## config.mk

```make
export PLATFORM = sky130hd
export DESIGN_NAME = cce_ctrl
export DESIGN_NICKNAME = d
export VERILOG_FILES = /design/src/hw/rtl/cce_pkg.sv /design/src/hw/rtl/cce_ctrl.sv
export SDC_FILE = /design/constraint.sdc
export NUM_CORES = 1
export LEC_CHECK = 0
export ABC_AREA = 1
export BUFFER_PORTS_ARGS = -buffer_cell sky130_fd_sc_hd__buf_2
export CORE_ASPECT_RATIO = 1.1
export CORE_MARGIN = 2
export CORE_UTILIZATION = 50
export DETAILED_ROUTE_END_ITERATION = 10
export HOLD_SLACK_MARGIN = 0.06
export PLACE_DENSITY = 0.77
export SYNTH_ARGS = -nofsm -noshare
export SYNTH_HDL_FRONTEND = slang
export SYNTH_SLANG_ARGS = --single-unit
```

## constraint.sdc

```tcl
create_clock -name clk -period 2.22 [get_ports clk]
set_input_delay 0 -clock clk [delete_from_list [all_inputs] [get_ports clk]]
set_output_delay 0 -clock clk [all_outputs]
set_load 0.01 [all_outputs]
```

## src/hw/rtl/cce_pkg.sv

```systemverilog
// ----------------------------------------------------------------------------
// cce_pkg
// Shared constants and controller-to-datapath types for the Chebyshev series
// evaluator.
// ----------------------------------------------------------------------------
`default_nettype none

package cce_pkg;

	localparam int MAX_TERMS_DEF  = 32;
	localparam int DATA_WIDTH_DEF = 32;
	localparam int FRAC_BITS_DEF  = 30;

	localparam int GUARD_BITS = 8;
	localparam int IDX_BITS   = 5;
	localparam int NT_BITS    = 6;

	localparam logic [NT_BITS-1:0] NT_RESET = NT_BITS'(32);

	localparam logic OP_LOAD = 1'b0;
	localparam logic OP_EVAL = 1'b1;

	typedef struct packed {
		logic               start;
		logic               load_we;
		logic               mul_lo;
		logic               mul_hi;
		logic               round;
		logic               add;
		logic               last;
		logic [NT_BITS-1:0] idx;
	} cmd_t;

	typedef struct packed {
		logic out_busy;
	} sts_t;

endpackage

`default_nettype wire

```

## src/hw/rtl/cce_ctrl.sv

```systemverilog
// ----------------------------------------------------------------------------
// cce_ctrl
// Sequencer for the evaluator: holds the term count register, walks the
// coefficient index down and steps the datapath through each recurrence step.
// ----------------------------------------------------------------------------
`default_nettype none

module cce_ctrl #(
	parameter int MAX_TERMS = cce_pkg::MAX_TERMS_DEF
) (
	input  wire logic                        clk,
	input  wire logic                        arst_n,
	input  wire logic                        in_valid,
	output logic                             in_stall,
	input  wire logic                        opcode,
	input  wire logic                        cfg_we,
	input  wire logic [cce_pkg::NT_BITS-1:0] cfg_wdata,
	input  wire cce_pkg::sts_t               sts,
	output cce_pkg::cmd_t                    cmd
);

	localparam logic [2:0] S_IDLE = 3'd0;
	localparam logic [2:0] S_LO   = 3'd1;
	localparam logic [2:0] S_HI   = 3'd2;
	localparam logic [2:0] S_RND  = 3'd3;
	localparam logic [2:0] S_ADD  = 3'd4;

	logic [2:0]                  state_q;
	logic [2:0]                  state_d;
	logic [cce_pkg::NT_BITS-1:0] num_terms_q;
	logic [cce_pkg::NT_BITS-1:0] k_q;
	logic [cce_pkg::NT_BITS-1:0] k_d;
	logic [cce_pkg::NT_BITS-1:0] n_eff;
	logic                        accept;
	logic                        last;

	assign in_stall = (state_q != S_IDLE);
	assign accept   = in_valid && !in_stall;
	assign last     = (k_q == '0);

	always_comb begin
		n_eff = num_terms_q;
		if (num_terms_q == '0) begin
			n_eff = cce_pkg::NT_BITS'(1);
		end else if (32'(num_terms_q) > MAX_TERMS) begin
			n_eff = cce_pkg::NT_BITS'(MAX_TERMS);
		end
	end

	always_comb begin
		state_d     = state_q;
		k_d         = k_q;
		cmd         = '0;
		cmd.last    = last;
		cmd.idx     = k_q;
		case (state_q)
			S_IDLE: begin
				if (accept && opcode == cce_pkg::OP_LOAD) begin
					cmd.load_we = 1'b1;
				end else if (accept && opcode == cce_pkg::OP_EVAL) begin
					cmd.start = 1'b1;
					k_d       = n_eff - cce_pkg::NT_BITS'(1);
					state_d   = S_LO;
				end
			end
			S_LO: begin
				cmd.mul_lo = 1'b1;
				state_d    = S_HI;
			end
			S_HI: begin
				cmd.mul_hi = 1'b1;
				state_d    = S_RND;
			end
			S_RND: begin
				cmd.round = 1'b1;
				state_d   = S_ADD;
			end
			S_ADD: begin
				if (!last) begin
					cmd.add = 1'b1;
					k_d     = k_q - cce_pkg::NT_BITS'(1);
					state_d = S_LO;
				end else if (!sts.out_busy) begin
					cmd.add = 1'b1;
					state_d = S_IDLE;
				end
			end
			default: begin
				state_d = S_IDLE;
			end
		endcase
	end

	always_ff @(posedge clk or negedge arst_n) begin
		if (!arst_n) begin
			state_q     <= S_IDLE;
			k_q         <= '0;
			num_terms_q <= cce_pkg::NT_RESET;
		end else begin
			state_q <= state_d;
			k_q     <= k_d;
			if (cfg_we) begin
				num_terms_q <= cfg_wdata;
			end
		end
	end

endmodule

`default_nettype wire

```

### Word level (Yosys, flattened, before mapping)

Cells that the tools add are included.

| cells by class | value |
|---|---|
| add/sub/neg operators | 2 |
| order comparisons | 1 |
| equality and inequality tests | 8 |
| multiplexer cells | 21 |
| bitwise gates (word level) | 1 |
| reduce and logical (&&, ||, !) cells | 11 |

Operators with widths:

| operator | count |
|---|---|
| $mux 6 | 5 |
| $pmux 3 s5 | 1 |
| $logic_not 6->1 | 2 |
| $mux 3 | 4 |
| $pmux 6 s2 | 1 |
| $sub 6x1->6 const B | 2 |
| $mux 1 | 9 |
| $eq 3x2->1 const B | 2 |
| $gt 6x6->1 const B | 1 |
| $ne 2x2->1 const B | 3 |
| $reduce_and 4->1 | 1 |
| $eq 3x1->1 const B | 1 |
| $eq 3x3->1 const B | 1 |
| $logic_and 1x1->1 | 3 |
| $logic_not 3->1 | 1 |
| $ne 3x3->1 const B | 1 |
| $reduce_and 3->1 | 1 |
| $reduce_bool 3->1 | 1 |
| $mux 2 | 1 |
| $reduce_bool 2->1 | 1 |
| $logic_not 1->1 | 1 |
| $not 1->1 | 1 |

| word-level totals | value |
|---|---|
| register bits | 15 |
| bits of input ports | 12 |
| output and inout bits | 14 |
| logic and storage cells | 47 |

### Longest topological paths before layout

Gate-level depths: netlist of run 1.

| logic depth | value |
|---|---|
| word-level depth | 7 |
| gate-level depth with buffers | 12 |

### Worst setup path before layout of run 1

Ideal clock, no wire load.

| path | value |
|---|---|
| path kind | flip-flop to flip-flop |
| from | register state_q[1] |
| to | register k_q[4] (netlist name) |
| arrival | 1.429 ns |
| path slack | 0.675 ns |
| cell stages (with the launch flop) | 13 |
| clock period less this slack | 1.545 ns |
| path through | dfrtp_1 inv_2 nand2_4 nor2_4 nand2_1 nand2_1 inv_1 ha_1 nand2_2 nor2_2 xor2_1 nand2_1 nand2_1 |

| on the way | value |
|---|---|
| word-level cells in the longest chain between the ends | 6 |
| elaborated cells on any way between the ends | 13 |

RTL lines:

| element | line | text |
|---|---|---|
| from (decl) | cce_ctrl.sv:28 | `logic [2:0] state_q;` |
| from (signal assigned) | cce_ctrl.sv:100 | `state_q <= state_d;` |
| $reduce_bool 3->1 | cce_ctrl.sv:37 | `assign in_stall = (state_q != S_IDLE);` |
| $logic_not 1->1 | cce_ctrl.sv:38 | `assign accept = in_valid && !in_stall;` |
| $logic_and 1x1->1 | cce_ctrl.sv:38 |  |
| $logic_and 1x1->1, on equally long branches | cce_ctrl.sv:60, cce_ctrl.sv:58 |  |
| $ne 2x2->1 (no line) | -- |  |
| $reduce_and 4->1 (no line) | -- |  |
| to (signal assigned) | cce_ctrl.sv:101 | `k_q <= k_d;` |
| to (decl) | cce_ctrl.sv:31 | `logic [cce_pkg::NT_BITS-1:0] k_q;` |

Several ways; a longest one is shown, not always the timed one.
A chain may end at the register's enable or synchronous reset.

==> out/qor.yml, run 1 <==
detailed_routing:
  drtAntennaViolNets: 0
  wl_um: 2070
  dr.pass1.iters: 4
  dr_wl_met2_um: 1060
  via_per_inst: 4.94
  drc: 0
  dr_wl_met3_um: 126
  drt_iter0_drc: 11
  avgRoutedWirePerCell_um: 11.6
  top_layer: "met4"
  m1WireLength_um: 863
  vias: 880
logic_synthesis:
  synth-seq-area-share: 0.411
  synth.area.top_cells: "dfrtp_1 (38%), nand2_1 (9.8%), inv_1 (6.1%), nor2_1 (5.3%), o21ai_0 (3.8%)"
  synth_cell_type_count: 30
  synth.top_cell.area_share: 0.382
  syn_avg_cell_area_um2: 7.77
  synth_top_area_cell: "dfrtp_1"
  synthCells: 118
  yosysWarnings: 0
  synth_seq_cells: 15
  synth_nets: 131
  synth_area_um2: 917
setup_path:
  max_stage_delay_ps: 560
  critPathSlowestCell: "dlygate4sd3_1"
  cp-end-kind: "flop"
  required_ps: 2390
  cp.depth: 6
  cp.arrival_ps: 1890
  reg2regPathDepth: 12
  critical_path.most_common_cell: "dlygate4sd3_1"
  crit_type: "primary input to flop"
  cp.buffers_inverters: 4
  crit_path_max_fanout: 1
  crit_chain: "dlygate4sd3_1 > buf_2 > nand2_1 > dlygate4sd3_1 > o21ai_0 > dlygate4sd3_1"
  crit_family: "buffers and inverters"
  critPathLaunchType: "primary input"
timing:
  fmax_mhz: 581
  rsz0062_at_grt: "no"
  final_max_slew_viol_count: 0
  maxSlewHeadroom: 0.777
  setup_viol: 0
  worst_pin_slew_ps: 335
  postLayoutSetupSlackWorst_ps: 499
  min_period_over_period: 0.775
  skew_ps: 8.16
  final.setup.tns_ps: 0
  hold_viol_final: 0
  post-route-min-period_ps: 1720
clocking:
  cts_tree: "built"
  cts_buffer_depth: 2
  cts_buffers: 3
  clock-root-buffer: "clkbuf_4"
  cts.repair.resized: 0
  clkTransAtPathRegs_ps: 90
  clock_latency_ps: 280
  postCtsSetupRepairBufs: 0
  cts_num_sinks: 15
  htreeDepth: 1
grt:
  grt_max_degree: 16
  grt_use_total: 0.226
  grt_pass1_vias: 873
  grt_pass1_wl_um: 3660
  grt_overflow: 0
  antenna_found_initial: 0
power_and_ir_drop:
  p_int_uw: 684
  power_density_nw_per_um2: 1020
  switchingPower_uw: 572
  clkPwrFrac: 0.125
  p_comb_frac: 0.513
  sw_frac_of_total: 0.455
  p_seq_frac: 0.362
  leakagePower_uw: 0.000660
  max-vdd-ir-drop_v: 0.000694
placement:
  dpl.hpwl_um: 1500
  dpl_worst_slack_ps: 556
  place.gp.congestion: 0.826
  port_buffers: 25
floorplanning:
  initial_core_util: 0.521
  die_y_um: 48.9
  rows: 16
  dieWidth_um: 44.8
  core_area_um2: 1760
  dieArea_um2: 2190
  ioPinCount: 26
final_layout:
  fillers: 147
  final_cell_mix: "buf_2 (25), nand2_1 (24), inv_1 (15), dlygate4sd3_1 (15), dfrtp_1 (14)"
  final_layout_size_suffix_gt1_frac: 0.325
  syn2layout_area_growth_pct: 34.2
  fin_nets: 174
  mostFrequentLayoutCell: "buf_2"
  n_antenna_cell: 0
outcome:
  status: "finished clean"
hold_path:
  holdPathStages: 2
  hold_path_class: "primary input to flop"
run:
  cap_violations: 0
cells in the mapped netlist, drive strengths merged:
library cell / instances
nand2: 31
inv: 21
nor2: 17
dfrtp: 14
o21ai: 10
nand3: 6
a31oi: 2
mux2: 2
nor3: 2
o22ai: 2
and2: 1
buf: 1
clkbuf: 1
dfstp: 1
ha: 1
nand3b: 1
nand4: 1
o21a: 1
o21bai: 1
or2: 1
xor2: 1
worst register-to-register path, stage by stage (launching register included):
cell,delay [ps]
dfrtp_1,430
inv_2,100
nand2_4,60
nor2_4,130
nand2_1,70
nand2_1,120
inv_1,80
ha_1,230
nand2_2,90
nor2_2,40
xor2_1,140
nand2_1,60
nand2_1,40
flip-flops by register name, indices dropped and copies added, names as in the netlist:
name / count
state_q: 3
num_terms_q: 6
k_q: 6
cell families after synthesis:
| family | Yosys count | synth area share |
|---|---|---|
| AOI/OAI and AO/OA | 16 | 0.105 |
| xor gates and xnor gates | 1 | 0.00955 |
| adders and majority gates | 1 | 0.0136 |
| buffers and inverters | 23 | 0.0982 |
| DFF | 15 | 0.411 |
| muxes | 2 | 0.0246 |
| and+or+nand+nor | 60 | 0.338 |
worst paths after layout:
path / start / to / slack [ps]
hold reg to reg: num_terms_q[2] / num_terms_q[2] / 550
hold / removal: cfg_we / num_terms_q[2] / 100
min in group asynchronous: arst_n / k_q[1] / 140
setup reg to reg: state_q[1] / k_q[4] / 530
setup / recovery: cfg_wdata[4] / num_terms_q[4] / 500
max in group asynchronous: arst_n / num_terms_q[5] / 1770
through the flow:
stage	utilization	hold slack [ps]	cell area, um^2	power [uW]	std cells
4_1_cts	0.699	96.4	1230	1270	178
5_1_grt	0.699	101	1230	1370	178
3_5_place_dp	0.598	-74.5	1050	1080	159
6_report	0.699	102	1230	1260	178
2_1_floorplan	-	-296	917	884	118
3_3_place_gp	0.598	-79.4	1050	1060	159
cell type report:
| cell class | count | area [um^2] | share of cell area |
|---|---|---|---|
| Clock inverter | 1 | 5.00 | 0.00407 |
| Multi-Input combinational cell | 80 | 450 | 0.366 |
| Sequential cell | 15 | 377 | 0.306 |
| Timing Repair Buffer | 40 | 275 | 0.224 |
| Clock buffer | 3 | 22.5 | 0.0183 |
| Inverter | 21 | 78.8 | 0.0640 |
| Tap cell | 18 | 22.5 | 0.0183 |
power by group through the flow:
stage,clock network (uW),logic [uW],registers (uW)
6_report,157,645,454
2_1_floorplan,0,421,463
3_5_place_dp,0,621,460
5_1_grt,179,727,467
4_1_cts,163,648,454
3_3_place_gp,0,606,456
routing by layer:
metal / track usage / up-vias
li1: - / 456
met1: 0.261 / 388
met2: 0.415 / 32
met3: 0.0370 / 4
met4: 0.0588 / 0
met5: 0 / -
timing repair:
item                                   in CTS  in global routing
endpoints found under the hold margin      21                  0
setup endpoints to repair                   0                  0
hold buffers                               15                  0
Note: power is estimated with default switching activity, not from simulation.
==> run 2, diff against run 1 <==
==> constraint.sdc (replaced) <==
create_clock -name clk -period 1.7 [get_ports clk]
set_input_delay 0 -clock clk [delete_from_list [all_inputs] [get_ports clk]]
set_output_delay 0 -clock clk [all_outputs]
set_load 0.01 [all_outputs]
==> run 2 against run 1 <==
The flow now finishes with violations (setup timing); die area stayed put; final area grew 5.2%; power up 38%; clock skew shrank 5.7 ps; count of clock-buffer cells in the layout rose by 1; critical path depth grew 5; worst hold slack worse by 69 ps.
==> out/qor.yml, run 2 (same netlist as run 1, synthesis figures left out) <==
final_layout:
  mostFrequentLayoutCell: "buf_2"
  n_antenna_cell: 0
  fin_util: 0.735
  final_area_um2: 1290
  fillers: 145
  final_cell_mix: "buf_2 (25), nand2_1 (23), inv_1 (15)"
  fin_nets: 179
  top_regs: "k_q: 6 flops, num_terms_q: 6 flops, state_q: 3 flops"
  syn2layout_area_growth_pct: 41.2
  final_layout_size_suffix_gt1_frac: 0.400
power_and_ir_drop:
  max-vdd-ir-drop_v: 0.000778
  leakagePower_uw: 0.000689
  switchingPower_uw: 785
  power_density_nw_per_um2: 1340
  p_int_uw: 953
  sw_frac_of_total: 0.452
  clkPwrFrac: 0.119
  p_seq_frac: 0.345
  p_comb_frac: 0.536
  total_power_uw: 1740
setup_path:
  cp.buffers_inverters: 1
  critPathSlowestCell: "dfrtp_1"
  cp.arrival_ps: 1940
  cp-end-kind: "flop"
  rrSetupSlack_ps: -1
  crit_path_max_fanout: 6
  crit_family: "simple AND/OR/NAND/NOR gates"
  critical_path.most_common_cell: "nand2_1"
  r2r-start: "state_q[1]"
  r2r_end: "k_q[4]"
  max_stage_delay_ps: 440
  required_ps: 1940
  crit_type: "flop to flop"
  critPathLaunchType: "flop"
  crit_chain: "nor2_2 > nand2_4 > nand3_1 > nand2_1 > inv_1 > ha_2 > nand2_2 > nor2_4 > xor2_2 > nand2_1 > nand2_1"
  reg2regPathDepth: 11
detailed_routing:
  dr_wl_met3_um: 128
  via_per_inst: 5.07
  wl_um: 2180
  dr_wl_met2_um: 1080
  dr.pass1.iters: 4
  avgRoutedWirePerCell_um: 11.9
  drtAntennaViolNets: 0
  drt_iter0_drc: 16
  m1WireLength_um: 934
  drc: 0
  top_layer: "met4"
  vias: 928
floorplanning:
  die_y_um: 48.9
  core_area_um2: 1760
  ioPinCount: 26
  dieArea_um2: 2190
  initial_core_util: 0.521
  rows: 16
  dieWidth_um: 44.8
outcome:
  status: "finished with violations"
  violations: "setup timing"
grt:
  grt_max_degree: 16
  grt_overflow: 0
  antenna_found_initial: 0
  grt_pass1_wl_um: 3400
  grt_pass1_vias: 834
  grt_use_total: 0.209
clocking:
  htreeDepth: 1
  clock-root-buffer: "clkbuf_4"
  cts_buffers: 3
  clkTransAtPathRegs_ps: 90
  cts_tree: "built"
  cts_buffer_depth: 2
  clock_latency_ps: 290
  cts_num_sinks: 15
timing:
  postLayoutSetupSlackWorst_ps: -1.48
  worst_pin_slew_ps: 346
  skew_ps: 2.42
  hold_viol_final: 0
  final_max_slew_viol_count: 0
  min_period_over_period: 1.00
  maxSlewHeadroom: 0.770
  setup_viol: 1
  post-route-min-period_ps: 1700
  fmax_mhz: 588
  rsz0062_at_grt: "yes"
  final.setup.tns_ps: -1.48
placement:
  place.gp.congestion: 0.797
  dpl_worst_slack_ps: 7.96
  port_buffers: 25
  dpl.hpwl_um: 1500
  dpl_cell_area_um2: 1060
hold_path:
  hp-start: "cfg_we"
  holdPathStages: 2
  hold_path_class: "primary input to flop"
  min_to: "num_terms_q[4]"
run:
  cap_violations: 0
==> run 2: how the worst max path moves through the flow <==
stage / startpoint / to / slack, ps / cells past startpoint
floorplan: state_q[1] / k_q[4] / 150 / 12
global placement: state_q[1] / k_q[4] / 80 / 11
detailed placement: state_q[1] / k_q[4] / 8 / 11
CTS: state_q[1] / k_q[4] / 5 / 11
global route: num_terms_q[1] / k_q[4] / -120 / 12
finish: state_q[1] / k_q[4] / -1 / 11
==> run 2: repair_timing <==
| action | 4_1_cts | 5_1_grt |
|---|---|---|
| gates resized for setup | 0 | 9 |
| setup endpoints to repair | 0 | 3 |
| hold endpoints to repair | 21 | 0 |
| hold buffers | 14 | 0 |
| buffers inserted | 0 | 6 |
==> run 2: area by class of cell <==
type                       count  area (um^2)  share of cell area
clock buffer                   4         26.3              0.0203
tap                           18         22.5              0.0174
inverter                      21         78.8              0.0609
sequential                    15          377               0.291
multi-input combinational     80          483               0.373
timing repair buffer          45          308               0.238
==> run 2: stage by stage <==
stage	hold slack, ps	instances
2_1_floorplan	-296	118
3_3_place_gp	-78.1	160
3_5_place_dp	-74.8	160
4_1_cts	88.4	178
5_1_grt	107	183
6_report	33.3	183
==> run 2: power groups by stage <==
stage,Combinational (uW),Sequential (uW),Clock [uW]
final,931,599,208
after global routing,1030,612,234
after detailed placement,818,596,0
after global placement,797,591,0
after CTS,850,591,210
after floorplan,550,604,0
==> run 2: metal layers <==
| layer | track usage | up-vias |
|---|---|---|
| li1 | - | 463 |
| met1 | 0.248 | 431 |
| met2 | 0.357 | 29 |
| met3 | 0.0407 | 5 |
| met4 | 0.0882 | 0 |
| met5 | 0 | - |
==> run 3, diff against run 2 <==
--- a/config.mk
+++ b/config.mk
@@ -9,10 +9,10 @@
 export BUFFER_PORTS_ARGS = -buffer_cell sky130_fd_sc_hd__buf_2
 export CORE_ASPECT_RATIO = 1.1
 export CORE_MARGIN = 2
-export CORE_UTILIZATION = 50
+export CORE_UTILIZATION = 42
 export DETAILED_ROUTE_END_ITERATION = 10
 export HOLD_SLACK_MARGIN = 0.06
-export PLACE_DENSITY = 0.77
+export PLACE_DENSITY = 0.67
 export SYNTH_ARGS = -nofsm -noshare
 export SYNTH_HDL_FRONTEND = slang
 export SYNTH_SLANG_ARGS = --single-unit
==> run 3 against run 2 <==
The flow now finishes without violations; setup slack better by 82 ps; clock power about the same; first-iteration DRC count up 13%; final area up 0.68%; critical path depth down 3; non-clock buffer count down 1; maximum frequency up 5.1%; wire length up 0.37%.
==> out/qor.yml, run 3 (same netlist as run 1, synthesis figures left out) <==
clocking:
  cts_buffers: 3
  cts_buffer_depth: 2
  cts_tree: "built"
  htreeDepth: 1
  clkTransAtPathRegs_ps: 90
  cts_num_sinks: 15
  clock_latency_ps: 280
  clock-root-buffer: "clkbuf_4"
detailed_routing:
  wl_um: 2190
  vias: 903
  dr.pass1.iters: 4
  avgRoutedWirePerCell_um: 11.4
  drc: 0
  drt_iter0_drc: 18
  via_per_inst: 4.70
  drtAntennaViolNets: 0
power_and_ir_drop:
  clkPwrFrac: 0.121
  total_power_uw: 1740
  p_seq_frac: 0.348
  leakagePower_uw: 0.000687
  p_comb_frac: 0.531
  sw_frac_of_total: 0.449
  max-vdd-ir-drop_v: 0.000705
  p_int_uw: 958
  power_density_nw_per_um2: 1330
  switchingPower_uw: 782
grt:
  grt_pass1_wl_um: 3650
  grt_max_degree: 16
  grt_use_total: 0.189
  grt_overflow: 0
  antenna_found_initial: 0
  grt_pass1_vias: 834
setup_path:
  crit_type: "flop to flop"
  reg2regPathDepth: 8
  max_stage_delay_ps: 420
  critPathSlowestCell: "dfrtp_1"
  critPathLaunchType: "flop"
  rrSetupSlack_ps: 80
  required_ps: 1910
  r2r-start: "num_terms_q[1]"
  r2r_end: "k_q[2]"
  crit_path_max_fanout: 3
  cp.buffers_inverters: 0
  cp.depth: 8
  cp.arrival_ps: 1830
  crit_family: "simple AND/OR/NAND/NOR gates"
  cp-end-kind: "flop"
  crit_chain: "nor2_2 > nand3_1 > nand2_2 > nand3_2 > and2_4 > ha_4 > or2_0 > a31oi_1"
outcome:
  status: "finished clean"
placement:
  dpl_worst_slack_ps: 58.5
  place.gp.congestion: 0.785
  dpl.hpwl_um: 1530
  port_buffers: 25
hold_path:
  hold_path_class: "primary input to flop"
  holdPathStages: 2
  min_to: "num_terms_q[5]"
  hp-start: "cfg_we"
final_layout:
  final_layout_size_suffix_gt1_frac: 0.421
  n_antenna_cell: 0
  syn2layout_area_growth_pct: 42.2
  final_cell_mix: "buf_2 (25), nand2_1 (22), inv_1 (14)"
  fillers: 198
  fin_nets: 178
  mostFrequentLayoutCell: "buf_2"
  top_regs: "k_q: 6 flops, num_terms_q: 6 flops, state_q: 3 flops"
timing:
  worst_pin_slew_ps: 344
  final_max_slew_viol_count: 0
  min_period_over_period: 0.952
  maxSlewHeadroom: 0.771
  post-route-min-period_ps: 1620
  postLayoutSetupSlackWorst_ps: 81.0
  setup_viol: 0
  skew_ps: 0.806
  hold_viol_final: 0
  rsz0062_at_grt: "yes"
  fmax_mhz: 618
floorplanning:
  dieArea_um2: 2570
  initial_core_util: 0.449
  rows: 17
  core_area_um2: 2040
  ioPinCount: 26
  dieWidth_um: 48.6
  die_y_um: 53.0
run:
  cap_violations: 0
## run 3: power groups by stage
stage / clock [uW] / sequential (uW) / combinational (uW)
2_1_floorplan: 0 / 604 / 550
3_3_place_gp: 0 / 596 / 799
3_5_place_dp: 0 / 598 / 823
4_1_cts: 219 / 591 / 856
5_1_grt: 234 / 625 / 1030
6_report: 211 / 605 / 924
## run 3: cell type report
cell class              count  area (um^2)  share of cell area
flip-flops and latches     15          378               0.290
inverters                  21         78.8              0.0605
clock buffers               4         26.3              0.0202
repair buffers             44          295               0.226
well taps                  28         35.0              0.0269
multi-input cells          80          490               0.376
## run 3: metal layers
metal	vias up	GRT usage	wire [um]
li1	463	-	-
met1	410	0.215	979
met2	26	0.352	1080
met3	4	0.0339	96
met4	0	0.0857	29
met5	-	0	0
## run 3: timing repair
item,4_1_cts,5_1_grt
setup buffers,0,7
setup endpoints to repair,0,6
endpoints found under the hold margin,21,0
resized for setup,0,12
hold buffers,15,0
## run 3: how the worst max path moves through the flow
stage,from,endpoint,slack [ps]
floorplan,state_q[1],k_q[4],150
global placement,state_q[1],k_q[4],70
detailed placement,state_q[1],k_q[4],60
CTS,state_q[1],k_q[4],40
global route,num_terms_q[1],k_q[2],-30
finish,num_terms_q[1],k_q[2],80
## run 3: per-stage QoR
step / hold WS, ps / std cells / instance area (um^2) / utilization / TNS (ps)
after global placement: -78.6 / 170 / 1070 / 0.526 / 0
final: 28.6 / 192 / 1300 / 0.638 / 0
after floorplan: -296 / 118 / 917 / - / 0
after detailed placement: -69.8 / 170 / 1070 / 0.526 / 0
after CTS: 86.6 / 189 / 1250 / 0.612 / 0
after global routing: 93.6 / 192 / 1300 / 0.638 / -54.5
